--- src/hw/rtl/lpc_pkg.sv ---
package lpc_pkg;

	// Default number of fraction bits of the clock format.
	localparam int unsigned CLOCK_FRAC_BITS_DEF = 16;

	// Field widths.
	localparam int unsigned SPEED_W    = 16;
	localparam int unsigned SPEED_FRAC = 8;
	localparam int unsigned DUR_W      = 31;
	localparam int unsigned LIM_W      = 16;
	localparam int unsigned DT_W       = 24;
	localparam int unsigned CLK_W      = 32;
	localparam int unsigned CFG_DATA_W = 31;
	localparam int unsigned CFG_IDX_W  = 2;

	// Width of the shared adder; wide enough for clock minus a 63-bit product.
	localparam int unsigned ALU_W = 65;

	// Register indexes of the configuration port.
	typedef enum logic [CFG_IDX_W-1:0] {
		REG_SPEED           = 2'd0,
		REG_LOOP_DURATION   = 2'd1,
		REG_ITERATION_LIMIT = 2'd2
	} cfg_reg_t;

	// Configuration as seen by the sequencer; dur is never zero.
	typedef struct packed {
		logic [SPEED_W-1:0] speed;
		logic [DUR_W-1:0]   dur;
		logic [LIM_W-1:0]   lim;
	} cfg_t;

	// One operation of the shared adder: a + (inv ? ~b : b) + cin.
	typedef struct packed {
		logic [ALU_W-1:0] a;
		logic [ALU_W-1:0] b;
		logic             inv;
		logic             cin;
	} alu_op_t;

	// Sequencer status toward the top level.
	typedef struct packed {
		logic idle;
		logic done;
	} seq_status_t;

	// Saturate a wide two's-complement value to the signed 32-bit range.
	function automatic logic [CLK_W-1:0] sat32(input logic [ALU_W-1:0] v);
		logic [CLK_W-1:0] r;
		if (v[ALU_W-1:CLK_W-1] == {(ALU_W-CLK_W+1){v[ALU_W-1]}}) begin
			r = v[CLK_W-1:0];
		end else if (v[ALU_W-1]) begin
			r = 32'h8000_0000;
		end else begin
			r = 32'h7FFF_FFFF;
		end
		return r;
	endfunction

endpackage

--- src/hw/rtl/lpc_alu.sv ---
module lpc_alu (
	input  lpc_pkg::alu_op_t         op,
	output logic [lpc_pkg::ALU_W-1:0] sum
);

	// Single add/subtract unit shared by the arithmetic steps of the sequencer.
	assign sum = op.a + (op.inv ? ~op.b : op.b) + {{(lpc_pkg::ALU_W-1){1'b0}}, op.cin};

endmodule

--- src/hw/rtl/lpc_seq.sv ---
module lpc_seq (
	input  logic                        clk,
	input  logic                        arst_n,
	input  logic                        start,
	input  logic [lpc_pkg::DT_W-1:0]    tick_delta,
	input  lpc_pkg::cfg_t               cfg,
	input  logic                        taken,
	output lpc_pkg::seq_status_t        status,
	output logic [lpc_pkg::CLK_W-1:0]   clock,
	output logic [lpc_pkg::CLK_W-1:0]   iteration
);

	localparam int unsigned DivSteps = 32;
	localparam int unsigned MulSteps = lpc_pkg::DUR_W;
	localparam int unsigned ProdW    = lpc_pkg::SPEED_W + lpc_pkg::DT_W;
	localparam int unsigned IdxW     = lpc_pkg::CLK_W + 2;
	localparam int unsigned AccW     = lpc_pkg::CLK_W + lpc_pkg::DUR_W;

	typedef enum logic [3:0] {
		S_IDLE, S_ADV, S_ABS, S_DIV, S_ITER, S_CLAMP, S_REM,
		S_JDIFF, S_JABS, S_MULT, S_FIN, S_DONE
	} state_t;

	state_t                      state_q;
	logic [lpc_pkg::CLK_W-1:0]   clock_q;
	logic [lpc_pkg::CLK_W-1:0]   iter_q;
	logic [4:0]                  cnt_q;

	logic [ProdW-1:0]            prod_q;
	logic [lpc_pkg::CLK_W-1:0]   dividend_q;
	logic [lpc_pkg::DUR_W-1:0]   rem_q;
	logic                        neg_q;
	logic [IdxW-1:0]             idx_q;
	logic [lpc_pkg::CLK_W-1:0]   inew_q;
	logic [lpc_pkg::CLK_W:0]     j_q;
	logic                        jneg_q;
	logic [AccW-1:0]             mcand_q;
	logic [lpc_pkg::DUR_W-1:0]   mplier_q;
	logic [AccW-1:0]             acc_q;

	logic signed [ProdW:0]       prod_c;
	lpc_pkg::alu_op_t            op;
	logic [lpc_pkg::ALU_W-1:0]   alu_sum;
	logic [lpc_pkg::CLK_W-1:0]   inew_c;
	logic                        mod_c;
	logic                        div_ok;

	// Step product of speed and elapsed time, registered before use.
	assign prod_c = $signed(cfg.speed) * $signed({1'b0, tick_delta});

	// Operand selection for the shared adder, one operation per state.
	always_comb begin
		op = '0;
		case (state_q)
			S_ADV: begin
				op.a = {{(lpc_pkg::ALU_W-lpc_pkg::CLK_W){clock_q[lpc_pkg::CLK_W-1]}}, clock_q};
				op.b = {{(lpc_pkg::ALU_W-ProdW+lpc_pkg::SPEED_FRAC){prod_q[ProdW-1]}},
					prod_q[ProdW-1:lpc_pkg::SPEED_FRAC]};
			end
			S_ABS: begin
				op.b   = {{(lpc_pkg::ALU_W-lpc_pkg::CLK_W){clock_q[lpc_pkg::CLK_W-1]}}, clock_q};
				op.inv = clock_q[lpc_pkg::CLK_W-1];
				op.cin = clock_q[lpc_pkg::CLK_W-1];
			end
			S_DIV: begin
				op.a   = {{(lpc_pkg::ALU_W-lpc_pkg::DUR_W-1){1'b0}}, rem_q,
					dividend_q[lpc_pkg::CLK_W-1]};
				op.b   = {{(lpc_pkg::ALU_W-lpc_pkg::DUR_W){1'b0}}, cfg.dur};
				op.inv = 1'b1;
				op.cin = 1'b1;
			end
			S_ITER: begin
				op.a   = {{(lpc_pkg::ALU_W-lpc_pkg::CLK_W){iter_q[lpc_pkg::CLK_W-1]}}, iter_q};
				op.b   = {{(lpc_pkg::ALU_W-lpc_pkg::CLK_W){1'b0}}, dividend_q};
				op.inv = neg_q;
			end
			S_REM: begin
				op.a   = neg_q ? {{(lpc_pkg::ALU_W-lpc_pkg::DUR_W){1'b0}}, cfg.dur} : '0;
				op.b   = {{(lpc_pkg::ALU_W-lpc_pkg::DUR_W){1'b0}}, rem_q};
				op.inv = neg_q;
				op.cin = neg_q;
			end
			S_JDIFF: begin
				op.a   = {{(lpc_pkg::ALU_W-lpc_pkg::CLK_W){inew_q[lpc_pkg::CLK_W-1]}}, inew_q};
				op.b   = {{(lpc_pkg::ALU_W-lpc_pkg::CLK_W){iter_q[lpc_pkg::CLK_W-1]}}, iter_q};
				op.inv = 1'b1;
				op.cin = 1'b1;
			end
			S_JABS: begin
				op.b   = {{(lpc_pkg::ALU_W-lpc_pkg::CLK_W-1){j_q[lpc_pkg::CLK_W]}}, j_q};
				op.inv = j_q[lpc_pkg::CLK_W];
				op.cin = j_q[lpc_pkg::CLK_W];
			end
			S_MULT: begin
				op.a = {{(lpc_pkg::ALU_W-AccW){1'b0}}, acc_q};
				op.b = mplier_q[0] ? {{(lpc_pkg::ALU_W-AccW){1'b0}}, mcand_q} : '0;
			end
			S_FIN: begin
				op.a   = {{(lpc_pkg::ALU_W-lpc_pkg::CLK_W){clock_q[lpc_pkg::CLK_W-1]}}, clock_q};
				op.b   = {{(lpc_pkg::ALU_W-AccW){1'b0}}, acc_q};
				op.inv = ~jneg_q;
				op.cin = ~jneg_q;
			end
			default: op = '0;
		endcase
	end

	lpc_alu u_alu (
		.op  (op),
		.sum (alu_sum)
	);

	// A restoring step succeeds when the trial difference is not negative.
	assign div_ok = ~alu_sum[lpc_pkg::ALU_W-1];

	// Clamp the new iteration to the limit, or saturate it when looping forever.
	always_comb begin
		inew_c = idx_q[lpc_pkg::CLK_W-1:0];
		mod_c  = 1'b0;
		if (cfg.lim != '0) begin
			if (idx_q[IdxW-1]) begin
				inew_c = '0;
				mod_c  = 1'b1;
			end else if ($signed(idx_q) >= $signed({{(IdxW-lpc_pkg::LIM_W){1'b0}}, cfg.lim}))
			begin
				inew_c = {{(lpc_pkg::CLK_W-lpc_pkg::LIM_W){1'b0}}, cfg.lim - 16'd1};
				mod_c  = 1'b1;
			end
		end else if (idx_q[IdxW-1:lpc_pkg::CLK_W-1] != {(IdxW-lpc_pkg::CLK_W+1){idx_q[IdxW-1]}})
		begin
			inew_c = lpc_pkg::sat32({{(lpc_pkg::ALU_W-IdxW){idx_q[IdxW-1]}}, idx_q});
			mod_c  = 1'b1;
		end
	end

	// Sequencer state and the architectural clock and iteration registers.
	always_ff @(posedge clk or negedge arst_n) begin
		if (!arst_n) begin
			state_q <= S_IDLE;
			clock_q <= '0;
			iter_q  <= '0;
			cnt_q   <= '0;
		end else begin
			case (state_q)
				S_IDLE: begin
					if (start) begin
						state_q <= (tick_delta == '0) ? S_DONE : S_ADV;
					end
				end
				S_ADV: begin
					clock_q <= lpc_pkg::sat32(alu_sum);
					state_q <= S_ABS;
				end
				S_ABS: begin
					cnt_q   <= '0;
					state_q <= S_DIV;
				end
				S_DIV: begin
					cnt_q <= cnt_q + 5'd1;
					if (cnt_q == 5'(DivSteps - 1)) begin
						state_q <= S_ITER;
					end
				end
				S_ITER: state_q <= S_CLAMP;
				S_CLAMP: begin
					if (inew_c == iter_q) begin
						state_q <= S_DONE;
					end else if (!mod_c) begin
						state_q <= S_REM;
					end else begin
						state_q <= S_JDIFF;
					end
				end
				S_REM: begin
					clock_q <= alu_sum[lpc_pkg::CLK_W-1:0];
					iter_q  <= inew_q;
					state_q <= S_DONE;
				end
				S_JDIFF: state_q <= S_JABS;
				S_JABS: begin
					cnt_q   <= '0;
					state_q <= S_MULT;
				end
				S_MULT: begin
					cnt_q <= cnt_q + 5'd1;
					if (cnt_q == 5'(MulSteps - 1)) begin
						state_q <= S_FIN;
					end
				end
				S_FIN: begin
					clock_q <= lpc_pkg::sat32(alu_sum);
					iter_q  <= inew_q;
					state_q <= S_DONE;
				end
				S_DONE: begin
					if (taken) begin
						state_q <= S_IDLE;
					end
				end
				default: state_q <= S_IDLE;
			endcase
		end
	end

	// Working registers of the divider and multiplier.
	always_ff @(posedge clk) begin
		case (state_q)
			S_IDLE: prod_q <= prod_c[ProdW-1:0];
			S_ABS: begin
				neg_q      <= clock_q[lpc_pkg::CLK_W-1];
				dividend_q <= alu_sum[lpc_pkg::CLK_W-1:0];
				rem_q      <= '0;
			end
			S_DIV: begin
				rem_q      <= div_ok ? alu_sum[lpc_pkg::DUR_W-1:0]
					: {rem_q[lpc_pkg::DUR_W-2:0], dividend_q[lpc_pkg::CLK_W-1]};
				dividend_q <= {dividend_q[lpc_pkg::CLK_W-2:0], div_ok};
			end
			S_ITER: idx_q <= alu_sum[IdxW-1:0];
			S_CLAMP: inew_q <= inew_c;
			S_JDIFF: j_q <= alu_sum[lpc_pkg::CLK_W:0];
			S_JABS: begin
				jneg_q   <= j_q[lpc_pkg::CLK_W];
				mcand_q  <= {{(AccW-lpc_pkg::CLK_W){1'b0}}, alu_sum[lpc_pkg::CLK_W-1:0]};
				mplier_q <= cfg.dur;
				acc_q    <= '0;
			end
			S_MULT: begin
				acc_q    <= alu_sum[AccW-1:0];
				mcand_q  <= {mcand_q[AccW-2:0], 1'b0};
				mplier_q <= {1'b0, mplier_q[lpc_pkg::DUR_W-1:1]};
			end
			default: ;
		endcase
	end

	assign status.idle = (state_q == S_IDLE);
	assign status.done = (state_q == S_DONE);
	assign clock       = clock_q;
	assign iteration   = iter_q;

endmodule

--- src/hw/rtl/looped_playback_clock_top.sv ---
// Channel   Direction  Handshake            Payload
// tick      in         in_valid, in_stall   tick_delta
// result    out        out_valid, out_stall raw_clock, clamped_clock, iteration_index,
//                                           underflow, overflow
// config    in         cfg_wr               cfg_index, cfg_data
//
// A tick of zero goes from acceptance straight to the done state. Any other tick runs the
// 32-step restoring divider on the shared 65-bit adder, plus a remainder step when the clock
// folds. When the iteration is clamped or saturated, a 31-step shift-add multiply on the same
// adder follows. in_stall is high from acceptance until the result has moved into the output
// register; a waiting tick is taken in the cycle after. Reset is asynchronous and restores
// the sequencer, configuration and valid registers, not the data registers; no clearing pass.
module looped_playback_clock_top #(
	parameter int unsigned CLOCK_FRAC_BITS = lpc_pkg::CLOCK_FRAC_BITS_DEF
) (
	input  logic                              clk,
	input  logic                              arst_n,
	input  logic                              in_valid,
	output logic                              in_stall,
	input  logic [lpc_pkg::DT_W-1:0]          tick_delta,
	output logic                              out_valid,
	input  logic                              out_stall,
	output logic signed [lpc_pkg::CLK_W-1:0]  raw_clock,
	output logic [lpc_pkg::DUR_W-1:0]         clamped_clock,
	output logic signed [lpc_pkg::CLK_W-1:0]  iteration_index,
	output logic                              underflow,
	output logic                              overflow,
	input  logic                              cfg_wr,
	input  logic [lpc_pkg::CFG_IDX_W-1:0]     cfg_index,
	input  logic [lpc_pkg::CFG_DATA_W-1:0]    cfg_data
);

	localparam logic [lpc_pkg::DUR_W-1:0] DurReset = lpc_pkg::DUR_W'(1) << CLOCK_FRAC_BITS;

	logic [lpc_pkg::SPEED_W-1:0]  speed_q;
	logic [lpc_pkg::DUR_W-1:0]    dur_q;
	logic [lpc_pkg::LIM_W-1:0]    lim_q;
	logic                         out_valid_q;

	lpc_pkg::cfg_t                cfg;
	lpc_pkg::seq_status_t         status;
	logic [lpc_pkg::CLK_W-1:0]    seq_clock;
	logic [lpc_pkg::CLK_W-1:0]    seq_iter;
	logic                         start;
	logic                         load;
	logic [lpc_pkg::DUR_W-1:0]    clamped_c;
	logic [lpc_pkg::CLK_W:0]      lim_m1;
	logic                         under_c;
	logic                         over_c;

	// Configuration registers.
	always_ff @(posedge clk or negedge arst_n) begin
		if (!arst_n) begin
			speed_q <= 16'd256;
			dur_q   <= DurReset;
			lim_q   <= '0;
		end else if (cfg_wr) begin
			case (cfg_index)
				lpc_pkg::REG_SPEED:           speed_q <= cfg_data[lpc_pkg::SPEED_W-1:0];
				lpc_pkg::REG_LOOP_DURATION:   dur_q   <= cfg_data[lpc_pkg::DUR_W-1:0];
				lpc_pkg::REG_ITERATION_LIMIT: lim_q   <= cfg_data[lpc_pkg::LIM_W-1:0];
				default: ;
			endcase
		end
	end

	// A duration of zero behaves as one.
	assign cfg.speed = speed_q;
	assign cfg.dur   = (dur_q == '0) ? lpc_pkg::DUR_W'(1) : dur_q;
	assign cfg.lim   = lim_q;

	assign in_stall = ~status.idle;
	assign start    = in_valid & ~in_stall;
	assign load     = status.done & (~out_valid_q | ~out_stall);

	lpc_seq u_seq (
		.clk        (clk),
		.arst_n     (arst_n),
		.start      (start),
		.tick_delta (tick_delta),
		.cfg        (cfg),
		.taken      (load),
		.status     (status),
		.clock      (seq_clock),
		.iteration  (seq_iter)
	);

	// Result fields derived from the final clock and iteration.
	assign lim_m1 = {{(lpc_pkg::CLK_W-lpc_pkg::LIM_W+1){1'b0}}, lim_q} - 33'd1;

	always_comb begin
		if (seq_clock[lpc_pkg::CLK_W-1]) begin
			clamped_c = '0;
		end else if (seq_clock[lpc_pkg::DUR_W-1:0] > cfg.dur) begin
			clamped_c = cfg.dur;
		end else begin
			clamped_c = seq_clock[lpc_pkg::DUR_W-1:0];
		end
		if (lim_q == '0) begin
			under_c = 1'b1;
			over_c  = 1'b1;
		end else begin
			under_c = $signed(seq_iter) > 0;
			over_c  = $signed({seq_iter[lpc_pkg::CLK_W-1], seq_iter}) < $signed(lim_m1);
		end
	end

	// Output register: holds a finished transaction until it is taken.
	always_ff @(posedge clk or negedge arst_n) begin
		if (!arst_n) begin
			out_valid_q <= 1'b0;
		end else if (load) begin
			out_valid_q <= 1'b1;
		end else if (!out_stall) begin
			out_valid_q <= 1'b0;
		end
	end

	always_ff @(posedge clk) begin
		if (load) begin
			raw_clock       <= seq_clock;
			clamped_clock   <= clamped_c;
			iteration_index <= seq_iter;
			underflow       <= under_c;
			overflow        <= over_c;
		end
	end

	assign out_valid = out_valid_q;

endmodule

--- config.mk ---
export PLATFORM = sky130hd
export DESIGN_NAME = looped_playback_clock_top
export DESIGN_NICKNAME = d
export VERILOG_FILES = /design/src/hw/rtl/lpc_pkg.sv /design/src/hw/rtl/lpc_alu.sv /design/src/hw/rtl/lpc_seq.sv /design/src/hw/rtl/looped_playback_clock_top.sv
export SDC_FILE = /design/constraint.sdc
export NUM_CORES = 2
export LEC_CHECK = 0
export BUFFER_PORTS_ARGS = -buffer_cell sky130_fd_sc_hd__buf_2
export CORE_MARGIN = 2
export CORE_UTILIZATION = 40
export CTS_CLUSTER_DIAMETER = 40
export DETAILED_ROUTE_END_ITERATION = 6
export GPL_ROUTABILITY_DRIVEN = 0
export HOLD_SLACK_MARGIN = 0.15
export PLACE_DENSITY = 0.67
export SETUP_SLACK_MARGIN = 0.1
export SYNTH_ARGS = -nofsm -noshare
export SYNTH_HDL_FRONTEND = slang
export SYNTH_SLANG_ARGS = --single-unit
export TNS_END_PERCENT = 20
--- constraint.sdc ---
create_clock -name clk -period 10.7 [get_ports clk]
set_input_delay 1.605 -clock clk [delete_from_list [all_inputs] [get_ports clk]]
set_output_delay 1.605 -clock clk [all_outputs]
set_load 0.02 [all_outputs]
==> out/results.txt <==
Status -> finished with violations
Failing checks -> design-rule violations
RSZ-0062 raised after global routing -> false
RR Endpoint -> u_seq.clock[1]$_DFFE_PN0P_
Post-CTS setup buffer count -> 0
Met1 Use GR -> 31.2%
CTS tree -> done
H-Tree Depth -> 3
Synth-to-layout area growth -> 11.6%
Slew @ Worst Pin -> 1.26 ns
DR vias/cell -> 5.89
Post_cts resized -> 0
ANT nets after route -> 0
Mapped Cells -> 4424
Total grt overflow -> 0
Pin count of the biggest net entering global routing -> 161
Clock Path Buffers -> 3
Starting Density -> 40.2%
Root buf cell -> clkbuf_16
Met3 usage -> 5.53%
CP startpoint -> tick_delta[11]
Most numerous cell in the Yosys netlist -> nand2_1
Row count -> 123
Fmax -> 120 MHz
Setup_tns -> 0 ns
Vias -> 35700
DRT Wirelength -> 144 mm
I/O pin count -> 161
Flop-to-flop setup slack -> 2.37 ns
First-pass GRT wire length -> 218 mm
Cell Area, Synth -> 45100 um^2
Yosys reg bits -> 587
Layout net count -> 5134
Hold_buf cts -> 0
Post-synth EDFFs -> 450
DRC viols -> 2
DR iter-0 viols -> 4225
Seq/Total Area, Yosys -> 37.6%
TritonCTS buffer count -> 84
Syn_area_per_cell -> 10.2 um^2
Net count after synthesis -> 5069
Critical setup path kind -> input pin to flop
Die width -> 340 um
Most instantiated cells after synthesis -> nand2_1, inv_1, edfxtp_1, fa_1, nor2_1
Data arrival time of the worst path -> 8.84 ns
Min cycle time layout -> 8.35 ns
Main synth FF type -> edfxtp_1
Critical Path End -> u_seq.prod_q[39]$_DFFE_PN_
Fin worst setup slack -> 2.35 ns
Post-synth top area share -> 30.0%
Initial antenna violation count -> 7
Crit Path Max Fanout -> 17
Pre-CTS WS -> 1.63 ns
Final max-slew violation count -> 0
Most used routing layer -> met2
Worst Path Required -> 11.18 ns
Skew-Pair Late Insertion Delay -> 0.67 ns
Max-cap violations -> 0
Yosys top cell by area -> edfxtp_1
Met2 usage -> 39.0%
Core Area -> 112000 um^2
Final Core Density -> 44.9%
Die height -> 340 um
Clock Sink Count -> 587
Clk slew on worst S/H paths -> 0.06 ns
Final setup fails -> 0
Clk_skew -> 0.0311 ns
Largest cells by area after synthesis -> edfxtp_1, fa_1, ha_1
Critical path launch point type -> input pin
Reg-to-Reg Start -> u_seq.state_q[0]$_DFFE_PN0P_
Fin. Hold Viols -> 0
Crit share post-route -> 78.1%
Port Buf Inserts -> 160
Pre-antenna DRT Iters -> 7
Yosys warns -> 0
GRT Overall Usage -> 24.6%
Vias in the first global route -> 35400
Share of cells above drive strength 1 -> 12.2%
CP endpoint kind -> flop
Cells on worst reg2reg path -> 23
Die area -> 115000 um^2
Relative slew slack -> 15.5%
Routed WL per cell -> 23.8 um
Fraction of registers with async set/reset -> 23.3%
Post-DP HPWL -> 104 mm
Distinct cells, synth -> 98
Worst min-delay path class -> flop to flop
[cell type report]
type	count	area (um^2)
Fill cell	10500	61800
Multi-Input combinational cell	3132	25600
Sequential cell	587	16900
Clock buffer	94	2170
Tap cell	1500	1880
Inverter	459	1720
Timing Repair Buffer	225	1310
Clock inverter	63	764
Antenna cell	2	5.00
[metal layers]
layer,part of all wire [%],wire length [um],vias to the layer above
li1,-,-,15600
met1,38,55100,17700
met2,46,65700,1951
met3,10,14600,434
met4,6.0,8600,8
met5,0.056,80,-
[critical path, cell delays in order]
cell      delay, ns
buf_2          0.35
nand2_1        0.15
fa_1           0.56
inv_1          0.06
fa_1           0.56
fa_1           0.46
fa_1           0.55
inv_1          0.05
fa_1           0.47
inv_1          0.05
fa_1           0.45
ha_1           0.34
a211o_1        0.27
a21oi_1        0.10
o21ai_0        0.08
o21ai_0        0.12
a21boi_0       0.39
o21ai_0        0.29
a41oi_1        0.50
o211a_1        0.22
nor2_1         0.06
o21ai_0        0.23
nor2b_1        0.28
nor3b_1        0.10
or2_2          0.29
o31ai_1        0.24
[logic make-up (layout without fill, tap and decap cells)]
kind of cell | Yosys count | in the layout | synth area share [%]
flops | 587 | 587 | 37.6
compound gates | 944 | 944 | 14.9
mux | 129 | 129 | 3.13
fa+ha+maj | 583 | 583 | 21.3
xor+xnor | 180 | 180 | 3.51
other cells | 0 | 2 | 0
buf+inv | 705 | 841 | 6.03
simple gates | 1296 | 1296 | 13.6
[registers in the layout, summed over array words and instances (netlist names), 32 cells and up]
| register | cells |
|---|---|
| u_seq.prod_q | 32 |
| u_seq.iteration | 32 |
| u_seq.acc_q | 63 |
| u_seq.clock | 32 |
| u_seq.j_q | 33 |
| u_seq.dividend_q | 32 |
| u_seq.idx_q | 34 |
| u_seq.inew_q | 32 |
| iteration_index | 32 |
| u_seq.mcand_q | 63 |
| raw_clock | 32 |
[how the worst min path moves through the flow]
stage | start | end | slack, ns | depth (start not counted)
2_1_floorplan | u_seq.j_q[32]$_DFFE_PN_ | u_seq.jneg_q$_DFFE_PN_ | 0.43 | 0
3_3_place_gp | u_seq.j_q[32]$_DFFE_PN_ | u_seq.jneg_q$_DFFE_PN_ | 0.48 | 0
3_5_place_dp | u_seq.j_q[32]$_DFFE_PN_ | u_seq.jneg_q$_DFFE_PN_ | 0.44 | 0
4_1_cts | u_seq.j_q[32]$_DFFE_PN_ | u_seq.jneg_q$_DFFE_PN_ | 0.49 | 0
5_1_grt | u_seq.j_q[32]$_DFFE_PN_ | u_seq.jneg_q$_DFFE_PN_ | 0.50 | 0
6_report | u_seq.j_q[32]$_DFFE_PN_ | u_seq.jneg_q$_DFFE_PN_ | 0.49 | 0
[layout by cell type, fill, tap and decap left out, drive strengths merged, types with 38 or more instances in the layout]
master,n
nand4,47
clkbuf,94
nor2,304
dfrtp,135
xnor2,107
a21o,70
xor2,73
fa,307
buf,225
a22oi,161
a21oi,209
nand2,462
inv,480
ha,276
nand3,91
and2,180
nand2b,44
o21ai,191
nor3,41
a221o,38
mux2,96
a221oi,38
edfxtp,450
[stage by stage]
| stage | area, um^2 | hold slack [ns] | std cells |
|---|---|---|---|
| after CTS | 50400 | 0.485 | 6060 |
| after floorplan | 45100 | 0.427 | 4424 |
| after global routing | 50400 | 0.497 | 6060 |
| final | 50400 | 0.493 | 6062 |
| after detailed placement | 47400 | 0.443 | 5903 |
| after global placement | 47400 | 0.477 | 5903 |
Power is left out: the tool's default activity adds up to more than one toggle a clock period on the data nets, which glitch-free logic cannot reach.
